`config.mk`:
```
export PLATFORM = sky130hd
export DESIGN_NAME = stationary_sleep_controller_top
export DESIGN_NICKNAME = d
export VERILOG_FILES = /design/src/rtl/sscl_pkg.sv /design/src/rtl/stationary_sleep_controller_top.sv /design/src/rtl/sscl_cfg.sv /design/src/rtl/sscl_core.sv
export SDC_FILE = /design/constraint.sdc
export NUM_CORES = 1
export LEC_CHECK = 0
export ABC_AREA = 1
export BUFFER_PORTS_ARGS = -buffer_cell sky130_fd_sc_hd__buf_2
export CELL_PAD_IN_SITES_DETAIL_PLACEMENT = 1
export CELL_PAD_IN_SITES_GLOBAL_PLACEMENT = 2
export CORE_MARGIN = 5
export CORE_UTILIZATION = 40
export DETAILED_ROUTE_END_ITERATION = 10
export GPL_TIMING_DRIVEN = 0
export PLACE_DENSITY_LB_ADDON = 0.1
export REMOVE_ABC_BUFFERS = 1
export SLEW_MARGIN = 10
export SYNTH_ARGS = -nofsm -noshare
export SYNTH_HDL_FRONTEND = slang
export SYNTH_SLANG_ARGS = --single-unit
```
`constraint.sdc`:
```
create_clock -name clk -period 13.57 [get_ports clk]
set_input_delay 2.0355 -clock clk [delete_from_list [all_inputs] [get_ports clk]]
set_output_delay 2.0355 -clock clk [all_outputs]
set_load 0.01 [all_outputs]
```
`src/rtl/sscl_pkg.sv`:
```
// Shared types, register codes and reset values for the stationary sleep controller.
`timescale 1ns / 1ps
`default_nettype none

package sscl_pkg;

	// Stay-awake cause reported with every result
	typedef enum logic [3:0] {
		ST_BOOT      = 4'd0,
		ST_SLEEPING  = 4'd1,
		ST_NO_SENSOR = 4'd2,
		ST_GRACE     = 4'd3,
		ST_ACTIVE    = 4'd4,
		ST_DRIFT     = 4'd5,
		ST_NOGPS     = 4'd6,
		ST_WINDOW    = 4'd7,
		ST_LINK      = 4'd8,
		ST_SETTLE    = 4'd9
	} stay_t;

	// Configuration register indexes
	typedef enum logic [2:0] {
		REG_BOOT_TIME     = 3'd0,
		REG_BOOT_GRACE    = 3'd1,
		REG_FIX_STALE     = 3'd2,
		REG_WINDOW        = 3'd3,
		REG_MIN_FIXES     = 3'd4,
		REG_DRIFT_LIMIT   = 3'd5,
		REG_NOGPS_GRACE   = 3'd6,
		REG_RECOVERY_HOLD = 3'd7
	} reg_idx_t;

	localparam logic [31:0] RST_BOOT_TIME     = 32'd0;
	localparam logic [31:0] RST_BOOT_GRACE    = 32'd60000;
	localparam logic [31:0] RST_FIX_STALE     = 32'd30000;
	localparam logic [31:0] RST_WINDOW        = 32'd300000;
	localparam logic [7:0]  RST_MIN_FIXES     = 8'd5;
	localparam logic [15:0] RST_DRIFT_LIMIT   = 16'd2000;
	localparam logic [31:0] RST_NOGPS_GRACE   = 32'd300000;
	localparam logic [31:0] RST_RECOVERY_HOLD = 32'd600000;

	typedef struct packed {
		logic [31:0] boot_time;
		logic [31:0] boot_grace_ms;
		logic [31:0] fix_stale_ms;
		logic [31:0] window_ms;
		logic [7:0]  min_fixes;
		logic [15:0] drift_limit_cm;
		logic [31:0] nogps_grace_ms;
		logic [31:0] recovery_hold_ms;
	} cfg_t;

	typedef struct packed {
		logic [31:0] now_ms;
		logic        sensor_present;
		logic        motion_busy;
		logic [31:0] fix_time_ms;
		logic [15:0] window_drift_cm;
		logic [7:0]  window_fixes;
		logic [31:0] still_for_ms;
		logic        link_ready;
		logic [31:0] link_ok_time_ms;
		logic        settle_ok;
	} tick_t;

	typedef struct packed {
		logic        sleep_now;
		logic        sleep_by_gps;
		stay_t       stay_code;
		logic        window_open;
		logic [31:0] window_held_ms;
		logic        gps_trusted;
		logic [15:0] resets_moving;
		logic [15:0] resets_by_drift;
		logic [15:0] resets_no_gps;
		logic [7:0]  seen_fixes;
		logic [15:0] seen_drift_cm;
	} result_t;

endpackage

`default_nettype wire

```
`src/rtl/stationary_sleep_controller_top.sv`:
```
// Top level of the stationary sleep controller: tick register, evaluation, result register.
// A tick taken into the tick register passes to the result register once that is free (out_valid high).
// Throughput: one tick per cycle unless out_stall holds a full result register; the gates are one
// pass of compares between the tick register and the result register, and the controller state updates in that pass.
// Reset (arst_n low, asynchronous): both stages empty, counters and window cleared,
// stay code boot, configuration registers back to their defaults.
`timescale 1ns / 1ps
`default_nettype none

module stationary_sleep_controller_top (
	input  wire logic        clk,
	input  wire logic        arst_n,
	// Configuration write channel
	input  wire logic        cfg_valid,
	output logic             cfg_ready,
	input  wire logic [2:0]  cfg_index,
	input  wire logic [31:0] cfg_data,
	// Tick channel
	input  wire logic        in_valid,
	output logic             in_stall,
	input  wire logic [31:0] now_ms,
	input  wire logic        sensor_present,
	input  wire logic        motion_busy,
	input  wire logic [31:0] fix_time_ms,
	input  wire logic [15:0] window_drift_cm,
	input  wire logic [7:0]  window_fixes,
	input  wire logic [31:0] still_for_ms,
	input  wire logic        link_ready,
	input  wire logic [31:0] link_ok_time_ms,
	input  wire logic        settle_ok,
	// Result channel
	output logic             out_valid,
	input  wire logic        out_stall,
	output logic             sleep_now,
	output logic             sleep_by_gps,
	output logic [3:0]       stay_code,
	output logic             window_open,
	output logic [31:0]      window_held_ms,
	output logic             gps_trusted,
	output logic [15:0]      resets_moving,
	output logic [15:0]      resets_by_drift,
	output logic [15:0]      resets_no_gps,
	output logic [7:0]       seen_fixes,
	output logic [15:0]      seen_drift_cm
);

	sscl_pkg::cfg_t    cfg;
	sscl_pkg::tick_t   tick_s1;
	logic              valid_s1;
	sscl_pkg::result_t res_comb;
	sscl_pkg::result_t res_s2;
	logic              valid_s2;
	logic              s2_free;
	logic              advance;
	logic              in_xfer;

	assign cfg_ready = 1'b1;

	sscl_cfg u_cfg (
		.clk      (clk),
		.arst_n   (arst_n),
		.wr_en    (cfg_valid),
		.wr_index (cfg_index),
		.wr_data  (cfg_data),
		.cfg      (cfg)
	);

	// Handshake: stage 1 moves on whenever the result register is free
	assign s2_free  = !valid_s2 || !out_stall;
	assign advance  = valid_s1 && s2_free;
	assign in_stall = valid_s1 && !s2_free;
	assign in_xfer  = in_valid && !in_stall;

	// Tick register
	always_ff @(posedge clk or negedge arst_n) begin
		if (!arst_n) begin
			valid_s1 <= 1'b0;
		end else if (!in_stall) begin
			valid_s1 <= in_valid;
		end
	end

	always_ff @(posedge clk) begin
		if (in_xfer) begin
			tick_s1.now_ms          <= now_ms;
			tick_s1.sensor_present  <= sensor_present;
			tick_s1.motion_busy     <= motion_busy;
			tick_s1.fix_time_ms     <= fix_time_ms;
			tick_s1.window_drift_cm <= window_drift_cm;
			tick_s1.window_fixes    <= window_fixes;
			tick_s1.still_for_ms    <= still_for_ms;
			tick_s1.link_ready      <= link_ready;
			tick_s1.link_ok_time_ms <= link_ok_time_ms;
			tick_s1.settle_ok       <= settle_ok;
		end
	end

	sscl_core u_core (
		.clk     (clk),
		.arst_n  (arst_n),
		.cfg     (cfg),
		.tick    (tick_s1),
		.advance (advance),
		.res     (res_comb)
	);

	// Result register
	always_ff @(posedge clk or negedge arst_n) begin
		if (!arst_n) begin
			valid_s2 <= 1'b0;
		end else if (s2_free) begin
			valid_s2 <= valid_s1;
		end
	end

	always_ff @(posedge clk) begin
		if (advance) begin
			res_s2 <= res_comb;
		end
	end

	assign out_valid       = valid_s2;
	assign sleep_now       = res_s2.sleep_now;
	assign sleep_by_gps    = res_s2.sleep_by_gps;
	assign stay_code       = res_s2.stay_code;
	assign window_open     = res_s2.window_open;
	assign window_held_ms  = res_s2.window_held_ms;
	assign gps_trusted     = res_s2.gps_trusted;
	assign resets_moving   = res_s2.resets_moving;
	assign resets_by_drift = res_s2.resets_by_drift;
	assign resets_no_gps   = res_s2.resets_no_gps;
	assign seen_fixes      = res_s2.seen_fixes;
	assign seen_drift_cm   = res_s2.seen_drift_cm;

`ifndef SYNTHESIS
	// A committing tick keeps its window open
	a_commit_window: assert property (@(posedge clk) disable iff (!arst_n)
		out_valid && sleep_now |-> window_open)
		else $error("sleep committed without an open window");

	// The sleep reason only accompanies a commit
	a_reason_commit: assert property (@(posedge clk) disable iff (!arst_n)
		out_valid && !sleep_now |-> !sleep_by_gps)
		else $error("sleep reason set without a commit");

	// No window means no held time
	a_held_zero: assert property (@(posedge clk) disable iff (!arst_n)
		out_valid && !window_open |-> window_held_ms == 32'd0)
		else $error("held time reported with no window");

	// A full pipeline under a stalled result stops the tick channel
	a_full_stall: assert property (@(posedge clk) disable iff (!arst_n)
		valid_s1 && valid_s2 && out_stall |-> in_stall)
		else $error("tick taken while both stages are held");
`endif

endmodule

`default_nettype wire

```
`src/rtl/sscl_cfg.sv`:
```
// Configuration register file of the stationary sleep controller.
`timescale 1ns / 1ps
`default_nettype none

module sscl_cfg (
	input  wire logic             clk,
	input  wire logic             arst_n,
	input  wire logic             wr_en,
	input  wire logic [2:0]       wr_index,
	input  wire logic [31:0]      wr_data,
	output sscl_pkg::cfg_t        cfg
);

	sscl_pkg::cfg_t cfg_q;

	// Write one register per transfer
	always_ff @(posedge clk or negedge arst_n) begin
		if (!arst_n) begin
			cfg_q.boot_time        <= sscl_pkg::RST_BOOT_TIME;
			cfg_q.boot_grace_ms    <= sscl_pkg::RST_BOOT_GRACE;
			cfg_q.fix_stale_ms     <= sscl_pkg::RST_FIX_STALE;
			cfg_q.window_ms        <= sscl_pkg::RST_WINDOW;
			cfg_q.min_fixes        <= sscl_pkg::RST_MIN_FIXES;
			cfg_q.drift_limit_cm   <= sscl_pkg::RST_DRIFT_LIMIT;
			cfg_q.nogps_grace_ms   <= sscl_pkg::RST_NOGPS_GRACE;
			cfg_q.recovery_hold_ms <= sscl_pkg::RST_RECOVERY_HOLD;
		end else if (wr_en) begin
			unique case (sscl_pkg::reg_idx_t'(wr_index))
				sscl_pkg::REG_BOOT_TIME:     cfg_q.boot_time        <= wr_data;
				sscl_pkg::REG_BOOT_GRACE:    cfg_q.boot_grace_ms    <= wr_data;
				sscl_pkg::REG_FIX_STALE:     cfg_q.fix_stale_ms     <= wr_data;
				sscl_pkg::REG_WINDOW:        cfg_q.window_ms        <= wr_data;
				sscl_pkg::REG_MIN_FIXES:     cfg_q.min_fixes        <= wr_data[7:0];
				sscl_pkg::REG_DRIFT_LIMIT:   cfg_q.drift_limit_cm   <= wr_data[15:0];
				sscl_pkg::REG_NOGPS_GRACE:   cfg_q.nogps_grace_ms   <= wr_data;
				sscl_pkg::REG_RECOVERY_HOLD: cfg_q.recovery_hold_ms <= wr_data;
			endcase
		end
	end

	assign cfg = cfg_q;

endmodule

`default_nettype wire

```
`src/rtl/sscl_core.sv`:
```
// Gate evaluation and controller state for one tick per cycle while advance is high.
`timescale 1ns / 1ps
`default_nettype none

module sscl_core (
	input  wire logic             clk,
	input  wire logic             arst_n,
	input  wire sscl_pkg::cfg_t   cfg,
	input  wire sscl_pkg::tick_t  tick,
	input  wire logic             advance,
	output sscl_pkg::result_t     res
);

	// Controller state
	logic [31:0]     win_start_q;
	logic            win_valid_q;
	logic            asleep_q;
	sscl_pkg::stay_t stay_q;
	logic [15:0]     cnt_moving_q;
	logic [15:0]     cnt_drift_q;
	logic [15:0]     cnt_nogps_q;
	logic [15:0]     held_drift_q;
	logic [7:0]      held_fixes_q;
	logic            held_trusted_q;

	// Next state
	logic [31:0]     win_start_d;
	logic            win_valid_d;
	logic            asleep_d;
	sscl_pkg::stay_t stay_d;
	logic [15:0]     cnt_moving_d;
	logic [15:0]     cnt_drift_d;
	logic [15:0]     cnt_nogps_d;
	logic [15:0]     held_drift_d;
	logic [7:0]      held_fixes_d;
	logic            held_trusted_d;
	logic            sleep_now;
	logic            by_gps;

	// Elapsed times and gate tests
	logic [31:0] since_boot;
	logic [31:0] fix_age;
	logic [31:0] win_age;
	logic [31:0] link_age;
	logic [31:0] since_link;
	logic        in_grace;
	logic        fix_avail;
	logic [15:0] drift_eff;
	logic [7:0]  fixes_eff;
	logic        confident;
	logic        drift_fail;
	logic        still_fail;
	logic        win_elapsed;
	logic        link_hold;

	assign since_boot  = tick.now_ms - cfg.boot_time;
	assign fix_age     = tick.now_ms - tick.fix_time_ms;
	assign win_age     = tick.now_ms - win_start_q;
	assign link_age    = tick.now_ms - tick.link_ok_time_ms;
	assign since_link  = (tick.link_ok_time_ms != 32'd0) ? link_age : since_boot;
	assign in_grace    = since_boot < cfg.boot_grace_ms;
	assign fix_avail   = (tick.fix_time_ms != 32'd0) && (fix_age < cfg.fix_stale_ms);
	assign drift_eff   = fix_avail ? tick.window_drift_cm : 16'd0;
	assign fixes_eff   = fix_avail ? tick.window_fixes : 8'd0;
	assign confident   = fix_avail && (fixes_eff >= cfg.min_fixes);
	assign drift_fail  = confident && (drift_eff > cfg.drift_limit_cm);
	assign still_fail  = !confident && (tick.still_for_ms < cfg.nogps_grace_ms);
	assign win_elapsed = win_age >= cfg.window_ms;
	assign link_hold   = !tick.link_ready && (since_link < cfg.recovery_hold_ms);

	// Walk the gates in order; a failed motion, drift, no-GPS or settle gate drops the window
	always_comb begin
		win_start_d    = win_start_q;
		win_valid_d    = win_valid_q;
		asleep_d       = asleep_q;
		stay_d         = stay_q;
		cnt_moving_d   = cnt_moving_q;
		cnt_drift_d    = cnt_drift_q;
		cnt_nogps_d    = cnt_nogps_q;
		held_drift_d   = held_drift_q;
		held_fixes_d   = held_fixes_q;
		held_trusted_d = held_trusted_q;
		sleep_now      = 1'b0;
		by_gps         = 1'b0;
		priority if (asleep_q || !tick.sensor_present) begin
			stay_d = tick.sensor_present ? sscl_pkg::ST_SLEEPING : sscl_pkg::ST_NO_SENSOR;
		end else if (in_grace) begin
			stay_d = sscl_pkg::ST_GRACE;
		end else if (tick.motion_busy) begin
			cnt_moving_d = cnt_moving_q + 16'(win_valid_q);
			win_valid_d  = 1'b0;
			win_start_d  = '0;
			stay_d       = sscl_pkg::ST_ACTIVE;
		end else begin
			held_drift_d   = drift_eff;
			held_fixes_d   = fixes_eff;
			held_trusted_d = confident;
			priority if (drift_fail) begin
				cnt_drift_d = cnt_drift_q + 16'(win_valid_q);
				win_valid_d = 1'b0;
				win_start_d = '0;
				stay_d      = sscl_pkg::ST_DRIFT;
			end else if (still_fail) begin
				cnt_nogps_d = cnt_nogps_q + 16'(win_valid_q);
				win_valid_d = 1'b0;
				win_start_d = '0;
				stay_d      = sscl_pkg::ST_NOGPS;
			end else if (!win_valid_q) begin
				win_valid_d = 1'b1;
				win_start_d = tick.now_ms;
				stay_d      = sscl_pkg::ST_WINDOW;
			end else if (!win_elapsed) begin
				stay_d = sscl_pkg::ST_WINDOW;
			end else if (link_hold) begin
				stay_d = sscl_pkg::ST_LINK;
			end else if (tick.settle_ok) begin
				asleep_d  = 1'b1;
				sleep_now = 1'b1;
				by_gps    = confident;
			end else begin
				cnt_moving_d = cnt_moving_q + 16'd1;
				win_valid_d  = 1'b0;
				win_start_d  = '0;
				stay_d       = sscl_pkg::ST_SETTLE;
			end
		end
	end

	// Report the state as it stands after this tick
	always_comb begin
		res.sleep_now       = sleep_now;
		res.sleep_by_gps    = by_gps;
		res.stay_code       = stay_d;
		res.window_open     = win_valid_d;
		res.window_held_ms  = win_valid_d ? (tick.now_ms - win_start_d) : 32'd0;
		res.gps_trusted     = held_trusted_d;
		res.resets_moving   = cnt_moving_d;
		res.resets_by_drift = cnt_drift_d;
		res.resets_no_gps   = cnt_nogps_d;
		res.seen_fixes      = held_fixes_d;
		res.seen_drift_cm   = held_drift_d;
	end

	// Commit state when the tick moves on to the result register
	always_ff @(posedge clk or negedge arst_n) begin
		if (!arst_n) begin
			win_start_q    <= '0;
			win_valid_q    <= 1'b0;
			asleep_q       <= 1'b0;
			stay_q         <= sscl_pkg::ST_BOOT;
			cnt_moving_q   <= '0;
			cnt_drift_q    <= '0;
			cnt_nogps_q    <= '0;
			held_drift_q   <= '0;
			held_fixes_q   <= '0;
			held_trusted_q <= 1'b0;
		end else if (advance) begin
			win_start_q    <= win_start_d;
			win_valid_q    <= win_valid_d;
			asleep_q       <= asleep_d;
			stay_q         <= stay_d;
			cnt_moving_q   <= cnt_moving_d;
			cnt_drift_q    <= cnt_drift_d;
			cnt_nogps_q    <= cnt_nogps_d;
			held_drift_q   <= held_drift_d;
			held_fixes_q   <= held_fixes_d;
			held_trusted_q <= held_trusted_d;
		end
	end

endmodule

`default_nettype wire
```
Word-level counts from Yosys, hierarchy flattened
Cells that the tools add are included.

storage, ports and cells
  register bits after elaboration = 597
  input bits = 196
  output and inout bits = 115
  word-level logic and storage cells = 162

cells by class
  $add $sub $neg = 9
  $lt $le $gt $ge = 7
  equality and inequality tests = 7
  multiplexer cells = 58
  bitwise gates (word level) = 9
  reduce and logical (&&, ||, !) cells = 31

operators with widths
  cell                                                              number
  16-bit 2-to-1 mux                                                 22
  32-bit 2-to-1 mux                                                 10
  32-bit subtractor                                                 5
  32-bit less-than comparator                                       4
  32-bit nonzero test                                               2
  16-bit by 1-bit adder with 16-bit output                          3
  4-bit 2-to-1 mux                                                  9
  32-bit greater-or-equal comparator                                1
  8-bit 2-to-1 mux                                                  4
  16-bit by 1-bit adder with 16-bit output (second input constant)  1
  16-bit > comparator                                               1
  2-bit AND reduction                                               8
  3-bit == test (second input constant)                             4
  1-bit 2-to-1 mux                                                  12
  10-bit AND reduction                                              1
  1-bit inverter                                                    9
  9-bit OR reduction                                                1
  8-bit greater-or-equal comparator                                 1
  1-bit logical AND                                                 8
  8-bit OR reduction                                                1
  1-bit zero test                                                   7
  3-bit by 2-bit == test with 1-bit output (second input constant)  2
  3-bit by 1-bit == test with 1-bit output (second input constant)  1
  3-bit zero test                                                   1
  other kinds (2)                                                   3

Depth between registers and ports, before layout
  word-level depth = 14
  depth in mapped cells = 69
  depth with buffers taken out = 68

Cells and area by module
From an unflattened synthesis, not the netlist that was laid out.

unflattened totals
  cell total of the unflattened synthesis = 4365
  area total of the unflattened synthesis = 36107.1 um2

modules (own cells, without submodules)
  module                           times used  cells each  area an instance (um2)  sequential area each (um2)
  sscl_core                        1           3134        19547.5                 2777.7
  sscl_cfg                         1           949         8405.6                  5462.7
  stationary_sleep_controller_top  1           282         8154.1                  8097.8

Worst setup path after synthesis
No wires, ideal clock.

  path type = flip-flop to flip-flop
  start point = register tick_s1[124] (netlist name)
  end point = register res_s2 (netlist bit window_held_ms[31]), data pin
  setup time = 0.252 ns
  arrival time = 8.003 ns
  required time = 13.318 ns
  setup slack = 5.315 ns
  cell stages (with the launch flop) = 69
  path buffers = 2
  clock period less this slack = 8.255 ns
  path through = edfxtp_1 -> inv_1 -> ha_1 -> inv_1 -> fa_1 -> nand3_1 -> nand2_1 -> nand2_1 -> o211ai_1 -> nand3_1 -> nand2_1 -> nand2_1 -> nand2_1 -> nand2_1 -> nand2_1 -> nand2_1 -> nand2_1 -> nand2_1 -> [... 33 more ...] -> ha_1 -> nand2_1 -> nor2_1 -> a211oi_1 -> o21ai_1 -> nand2_1 -> nand2_1 -> a21oi_1 -> o21ai_1 -> a21boi_1 -> o21ai_1 -> nand2_1 -> nand2_1 -> nand2_1 -> nand2_1 -> nand3b_1 -> nand2_1 -> nor2_1

between the ends
  cells in the longest elaborated chain, start to end = 14
  elaborated cells between the ends (all ways) = 36
  those cells by class = add/sub: 5; order compare: 6; mux: 19; reduce/logical: 6

RTL lines
  item                               RTL line                                text
  start: declaration                 stationary_sleep_controller_top.sv:48   sscl_pkg::tick_t tick_s1;
  32-bit subtractor                  sscl_core.sv:57                         assign fix_age = tick.now_ms - tick.fix_time_ms;
  32-bit less-than comparator        sscl_core.sv:62                         assign fix_avail = (tick.fix_time_ms != 32'd0) && (fix_age < cfg.fix_stale_ms);
  1-bit logical AND                  sscl_core.sv:62
  8-bit 2-to-1 mux                   sscl_core.sv:64                         assign fixes_eff = fix_avail ? tick.window_fixes : 8'd0;
  8-bit greater-or-equal comparator  sscl_core.sv:65                         assign confident = fix_avail && (fixes_eff >= cfg.min_fixes);
  1-bit logical AND                  sscl_core.sv:65
  1-bit zero test                    sscl_core.sv:67                         assign still_fail = !confident && (tick.still_for_ms < cfg.nogps_grace_ms);
  1-bit logical AND                  sscl_core.sv:67
  32-bit 2-to-1 mux                  sscl_core.sv:103                        end else if (still_fail) begin
  32-bit 2-to-1 mux                  sscl_core.sv:98                         priority if (drift_fail) begin
  32-bit 2-to-1 mux                  sscl_core.sv:89                         end else if (tick.motion_busy) begin
  32-bit 2-to-1 mux                  sscl_core.sv:87                         end else if (in_grace) begin
  32-bit 2-to-1 mux                  sscl_core.sv:85                         priority if (asleep_q || !tick.sensor_present) begin
  32-bit subtractor                  sscl_core.sv:135                        res.window_held_ms = win_valid_d ? (tick.now_ms - win_start_d) : 32'd0;
  end signal: assignment             stationary_sleep_controller_top.sv:118  res_s2 <= res_comb;
  end: declaration                   stationary_sleep_controller_top.sv:51   sscl_pkg::result_t res_s2;

Several ways; a longest one is shown, not always the timed one.
A chain may end at the register's enable or synchronous reset.

Worst setup path after layout
Same ends and word-level chain as after synthesis.

==> flow_metrics.env <==
export IMPL_grtUsageMet3_pct=3.25
export IMPL_tightest_slew_ps=1230
export IMPL_rows=109
export IMPL_grt_overflow=0
export IMPL_dr_pass1_iters=5
export IMPL_start_util_pct=40.3
export IMPL_synth_simple_area_share_pct=16.0
export IMPL_met1_usage_pct=30.0
export IMPL_r2r_start="tick_s1[124]$_DFFE_PP_"
export IMPL_synth_area_per_cell_um2=8.52
export IMPL_hold_viol_final=0
export IMPL_drtAntennaViolNets=0
export IMPL_cts_setup_buffers=0
export IMPL_fin_crit_ps=11990
export IMPL_cts_root_buf="clkbuf_16"
export IMPL_skew_ps=28.9
export IMPL_vias=28900
export IMPL_layout_nets=5034
export IMPL_antenna_found_initial=6
export IMPL_grt_max_degree=98
export IMPL_crit_slowest_cell="nand2_1"
export IMPL_rsz0062_at_grt="false"
export IMPL_wl_per_cell_um=18.6
export IMPL_io_pins=311
export IMPL_io_buffer_count=309
export IMPL_critPathMostFrequentCell="nand2_1"
export IMPL_netlist_top_cells_area="edfxtp_1 23%, dfrtp_1 20%, ha_1 12%, nand2_1 9.7%, inv_1 7.2%"
export IMPL_seq_area_frac_synth_pct=45.9
export IMPL_netlist_area_um2=35600
export IMPL_register_area_um2=16300
export IMPL_h_tree_depth=3
export IMPL_multi_input_area_um2=16400
export IMPL_slew_headroom_pct=18.2
export IMPL_die_y_um=308
export IMPL_grt_pass1_wl_mm=167
export IMPL_yosysWarnings=0
export IMPL_path_max_fanout=23
export IMPL_slowest_delay_ps=780
export IMPL_hpwl_mm=84.0
export IMPL_synth_top_family_by_area="simple AND/OR/NAND/NOR gates"
export IMPL_cp_start_kind="register"
export IMPL_clock_latency_ps=640
export IMPL_muxShareOfSynthArea_pct=0.0562
export IMPL_synth_top_area_share_pct=22.6
export IMPL_post_place_ws_ps=1500
export IMPL_core_area_um2=88400
export IMPL_drive_gt1_share_pct=11.8
export IMPL_finalSetupTns_ps=0
export IMPL_cts_resized=0
export IMPL_grtUsageTotal_pct=22.2
export IMPL_hold_worst_slack_ps=478
export IMPL_drt_drc_violations_left=0
export IMPL_yosysMostFrequentCell="nand2_1"
export IMPL_final_util_pct=46.7
export IMPL_power_leakage_nw=19.3
export IMPL_first_global_vias=29900
export IMPL_fin_crit_sh_pct=88.4
export IMPL_synthXorXnorAreaFrac_pct=3.54
export IMPL_arrival_ps=12350
export IMPL_synth_compound_area_share_pct=13.9
export IMPL_maxCapViolCount=0
export IMPL_p_per_area_nw_per_um2=141
export IMPL_cts_hold_buf=0
export IMPL_cts_sinks=597
export IMPL_max_clock_path_buffers=3
export IMPL_fmax_ghz=0.0834
export IMPL_p_total_w=0.00583
export IMPL_synthFlopType="dfrtp_1"
export IMPL_vdd_ir_drop_max_uv=119
export IMPL_crit_end="window_held_ms[31]$_SDFFCE_PN0P_"
export IMPL_synth_cell_types=66
export IMPL_drv_slew=0
export IMPL_setup_worst_path_start="tick_s1[124]$_DFFE_PP_"
export IMPL_area_growth_pct=15.8
export IMPL_ys_seq_elements=597
export IMPL_crit_type="register to register"
export IMPL_r2r_end="window_held_ms[31]$_SDFFCE_PN0P_"
export IMPL_cts_buffers=73
export IMPL_layout_setup_ws_ps=1580
export IMPL_use_met2_pct=38.2
export IMPL_wl_mm=106
export IMPL_ff2ff_path_depth=66
export IMPL_hp_class="register to register"
export IMPL_nFillCells=10600
export IMPL_initialDrtViolationCount=1434
export IMPL_status="completed"
export IMPL_routabilityCongestion=0.855
export IMPL_synthArstFlopShare_pct=55.1
export IMPL_top_usage_layer="met2"
export IMPL_routed_via_density=5.05
export IMPL_fp_dieW_um=308
export IMPL_synth_adder_area_share_pct=12.3
export IMPL_r2r_slack_ps=1580
export IMPL_synth_edf_count=268
export IMPL_synth_top_area_cell="edfxtp_1"
export IMPL_cts_tree="yes"
export IMPL_ys_top_cells_by_count="925 x nand2_1, 679 x inv_1, 471 x o21ai_0"
export IMPL_cp_end_kind="register"
export IMPL_syn_inst=4178
export IMPL_path_clk_slew_ps=60
export IMPL_die_area_um2=95100
export IMPL_cp_required_ps=13920
export IMPL_setup_violations=0
[metal layers]
metal  vias up  wire, µm  share of wire, %
li1      14500         -                 -
met1     13800     49300                46
met2       434     50800                48
met3       127      4120               3.9
met4         0      2310               2.2
met5         -         0                 0
[layout by cell type, fill, tap and decap left out, types with 7 or more instances in the layout]
| master | netlist | routed |
|---|---|---|
| nand2_1 | 925 | 921 |
| inv_1 | 679 | 677 |
| o21ai_0 | 471 | 471 |
| ha_1 | 342 | 342 |
| buf_2 | 1 | 308 |
| a21oi_1 | 285 | 285 |
| dfrtp_1 | 283 | 283 |
| edfxtp_1 | 268 | 268 |
| nor2_1 | 209 | 207 |
| nand3_1 | 114 | 113 |
| xor2_1 | 104 | 104 |
| clkbuf_16 | 0 | 76 |
| dfstp_2 | 46 | 46 |
| nand4_1 | 44 | 44 |
| o21ai_1 | 44 | 44 |
| xnor2_1 | 40 | 40 |
| nor3_1 | 30 | 29 |
| nor4_1 | 29 | 29 |
| a31oi_1 | 18 | 18 |
| o211ai_1 | 16 | 16 |
| clkbuf_1 | 80 | 16 |
| o21a_1 | 13 | 13 |
| clkbuf_8 | 0 | 13 |
| clkinv_2 | 0 | 10 |
| a211oi_1 | 9 | 9 |
| o21bai_1 | 9 | 9 |
| or2_2 | 9 | 9 |
| buf_16 | 0 | 9 |
| buf_12 | 0 | 9 |
| o221ai_1 | 7 | 7 |
| a221oi_1 | 7 | 7 |
| o22ai_1 | 7 | 7 |
| clkinv_1 | 2 | 7 |
[metrics by stage]
step	area [µm²]	instances
2_1_floorplan	35200	4084
4_1_cts	41200	5717
3_3_place_gp	38200	5558
3_5_place_dp	38800	5581
6_report	41200	5720
5_1_grt	41200	5719
[power breakdown]
| part | leakage, nW | internal (W) | total, W | switching, W |
|---|---|---|---|---|
| registers | 6.76 | 0.00214 | 0.00227 | 0.000133 |
| clock network | 1.20 | 0.00118 | 0.00200 | 0.000817 |
| logic | 11.3 | 0.000572 | 0.00156 | 0.000989 |
| total | 19.3 | 0.00389 | 0.00583 | 0.00194 |
[sequential cells by signal, summed over array words and instances, names as in the netlist, 32 cells and up]
signal and count:
tick_s1 156, u_cfg.cfg 216, u_core.win_start_q 32, window_held_ms 32
[final cells by class]
class	instances	area share (%)
clock inverters	31	0.765
multi-input cells	2801	39.7
repair buffers	332	4.93
clock buffers	105	5.19
diodes	3	0.0182
flip-flops and latches	597	39.6
inverters	686	6.27
well taps	1165	3.54
[cell families (layout without fill, tap and decap cells)]
logic type	Yosys count	count (layout)
simple gates	1383	1383
compound gates	924	924
buf+inv	780	1154
flops	597	597
fa+ha+maj	347	347
xor+xnor	144	144
mux	2	2
other cells	1	4
[how the worst min path moves through the flow]
stage / from / cells past startpoint / slack, ps / to
after CTS: u_core.held_trusted_q$_DFFE_PN0P_ / 2 / 480 / u_core.held_trusted_q$_DFFE_PN0P_
after global routing: u_cfg.cfg[128]$_DFFE_PN1P_ / 2 / 500 / u_cfg.cfg[128]$_DFFE_PN1P_
after detailed placement: u_core.held_trusted_q$_DFFE_PN0P_ / 2 / 470 / u_core.held_trusted_q$_DFFE_PN0P_
final: u_core.held_trusted_q$_DFFE_PN0P_ / 2 / 480 / u_core.held_trusted_q$_DFFE_PN0P_
after global placement: valid_s1$_DFFE_PN0N_ / 2 / 450 / out_valid$_DFFE_PN0N_
after floorplan: valid_s1$_DFFE_PN0N_ / 2 / 430 / out_valid$_DFFE_PN0N_
[critical path, delay by kind of cell (launching register included)]
kind,cells,cell delay [ps]
AND/OR/NAND/NOR,38,5420
AO/OA/AOI/OAI,15,3200
adder cells (fa/ha/maj),5,1580
buffers and inverters,7,910
flip-flops,1,360
XOR/XNOR,1,160
Power figures use the tool's default switching activity.
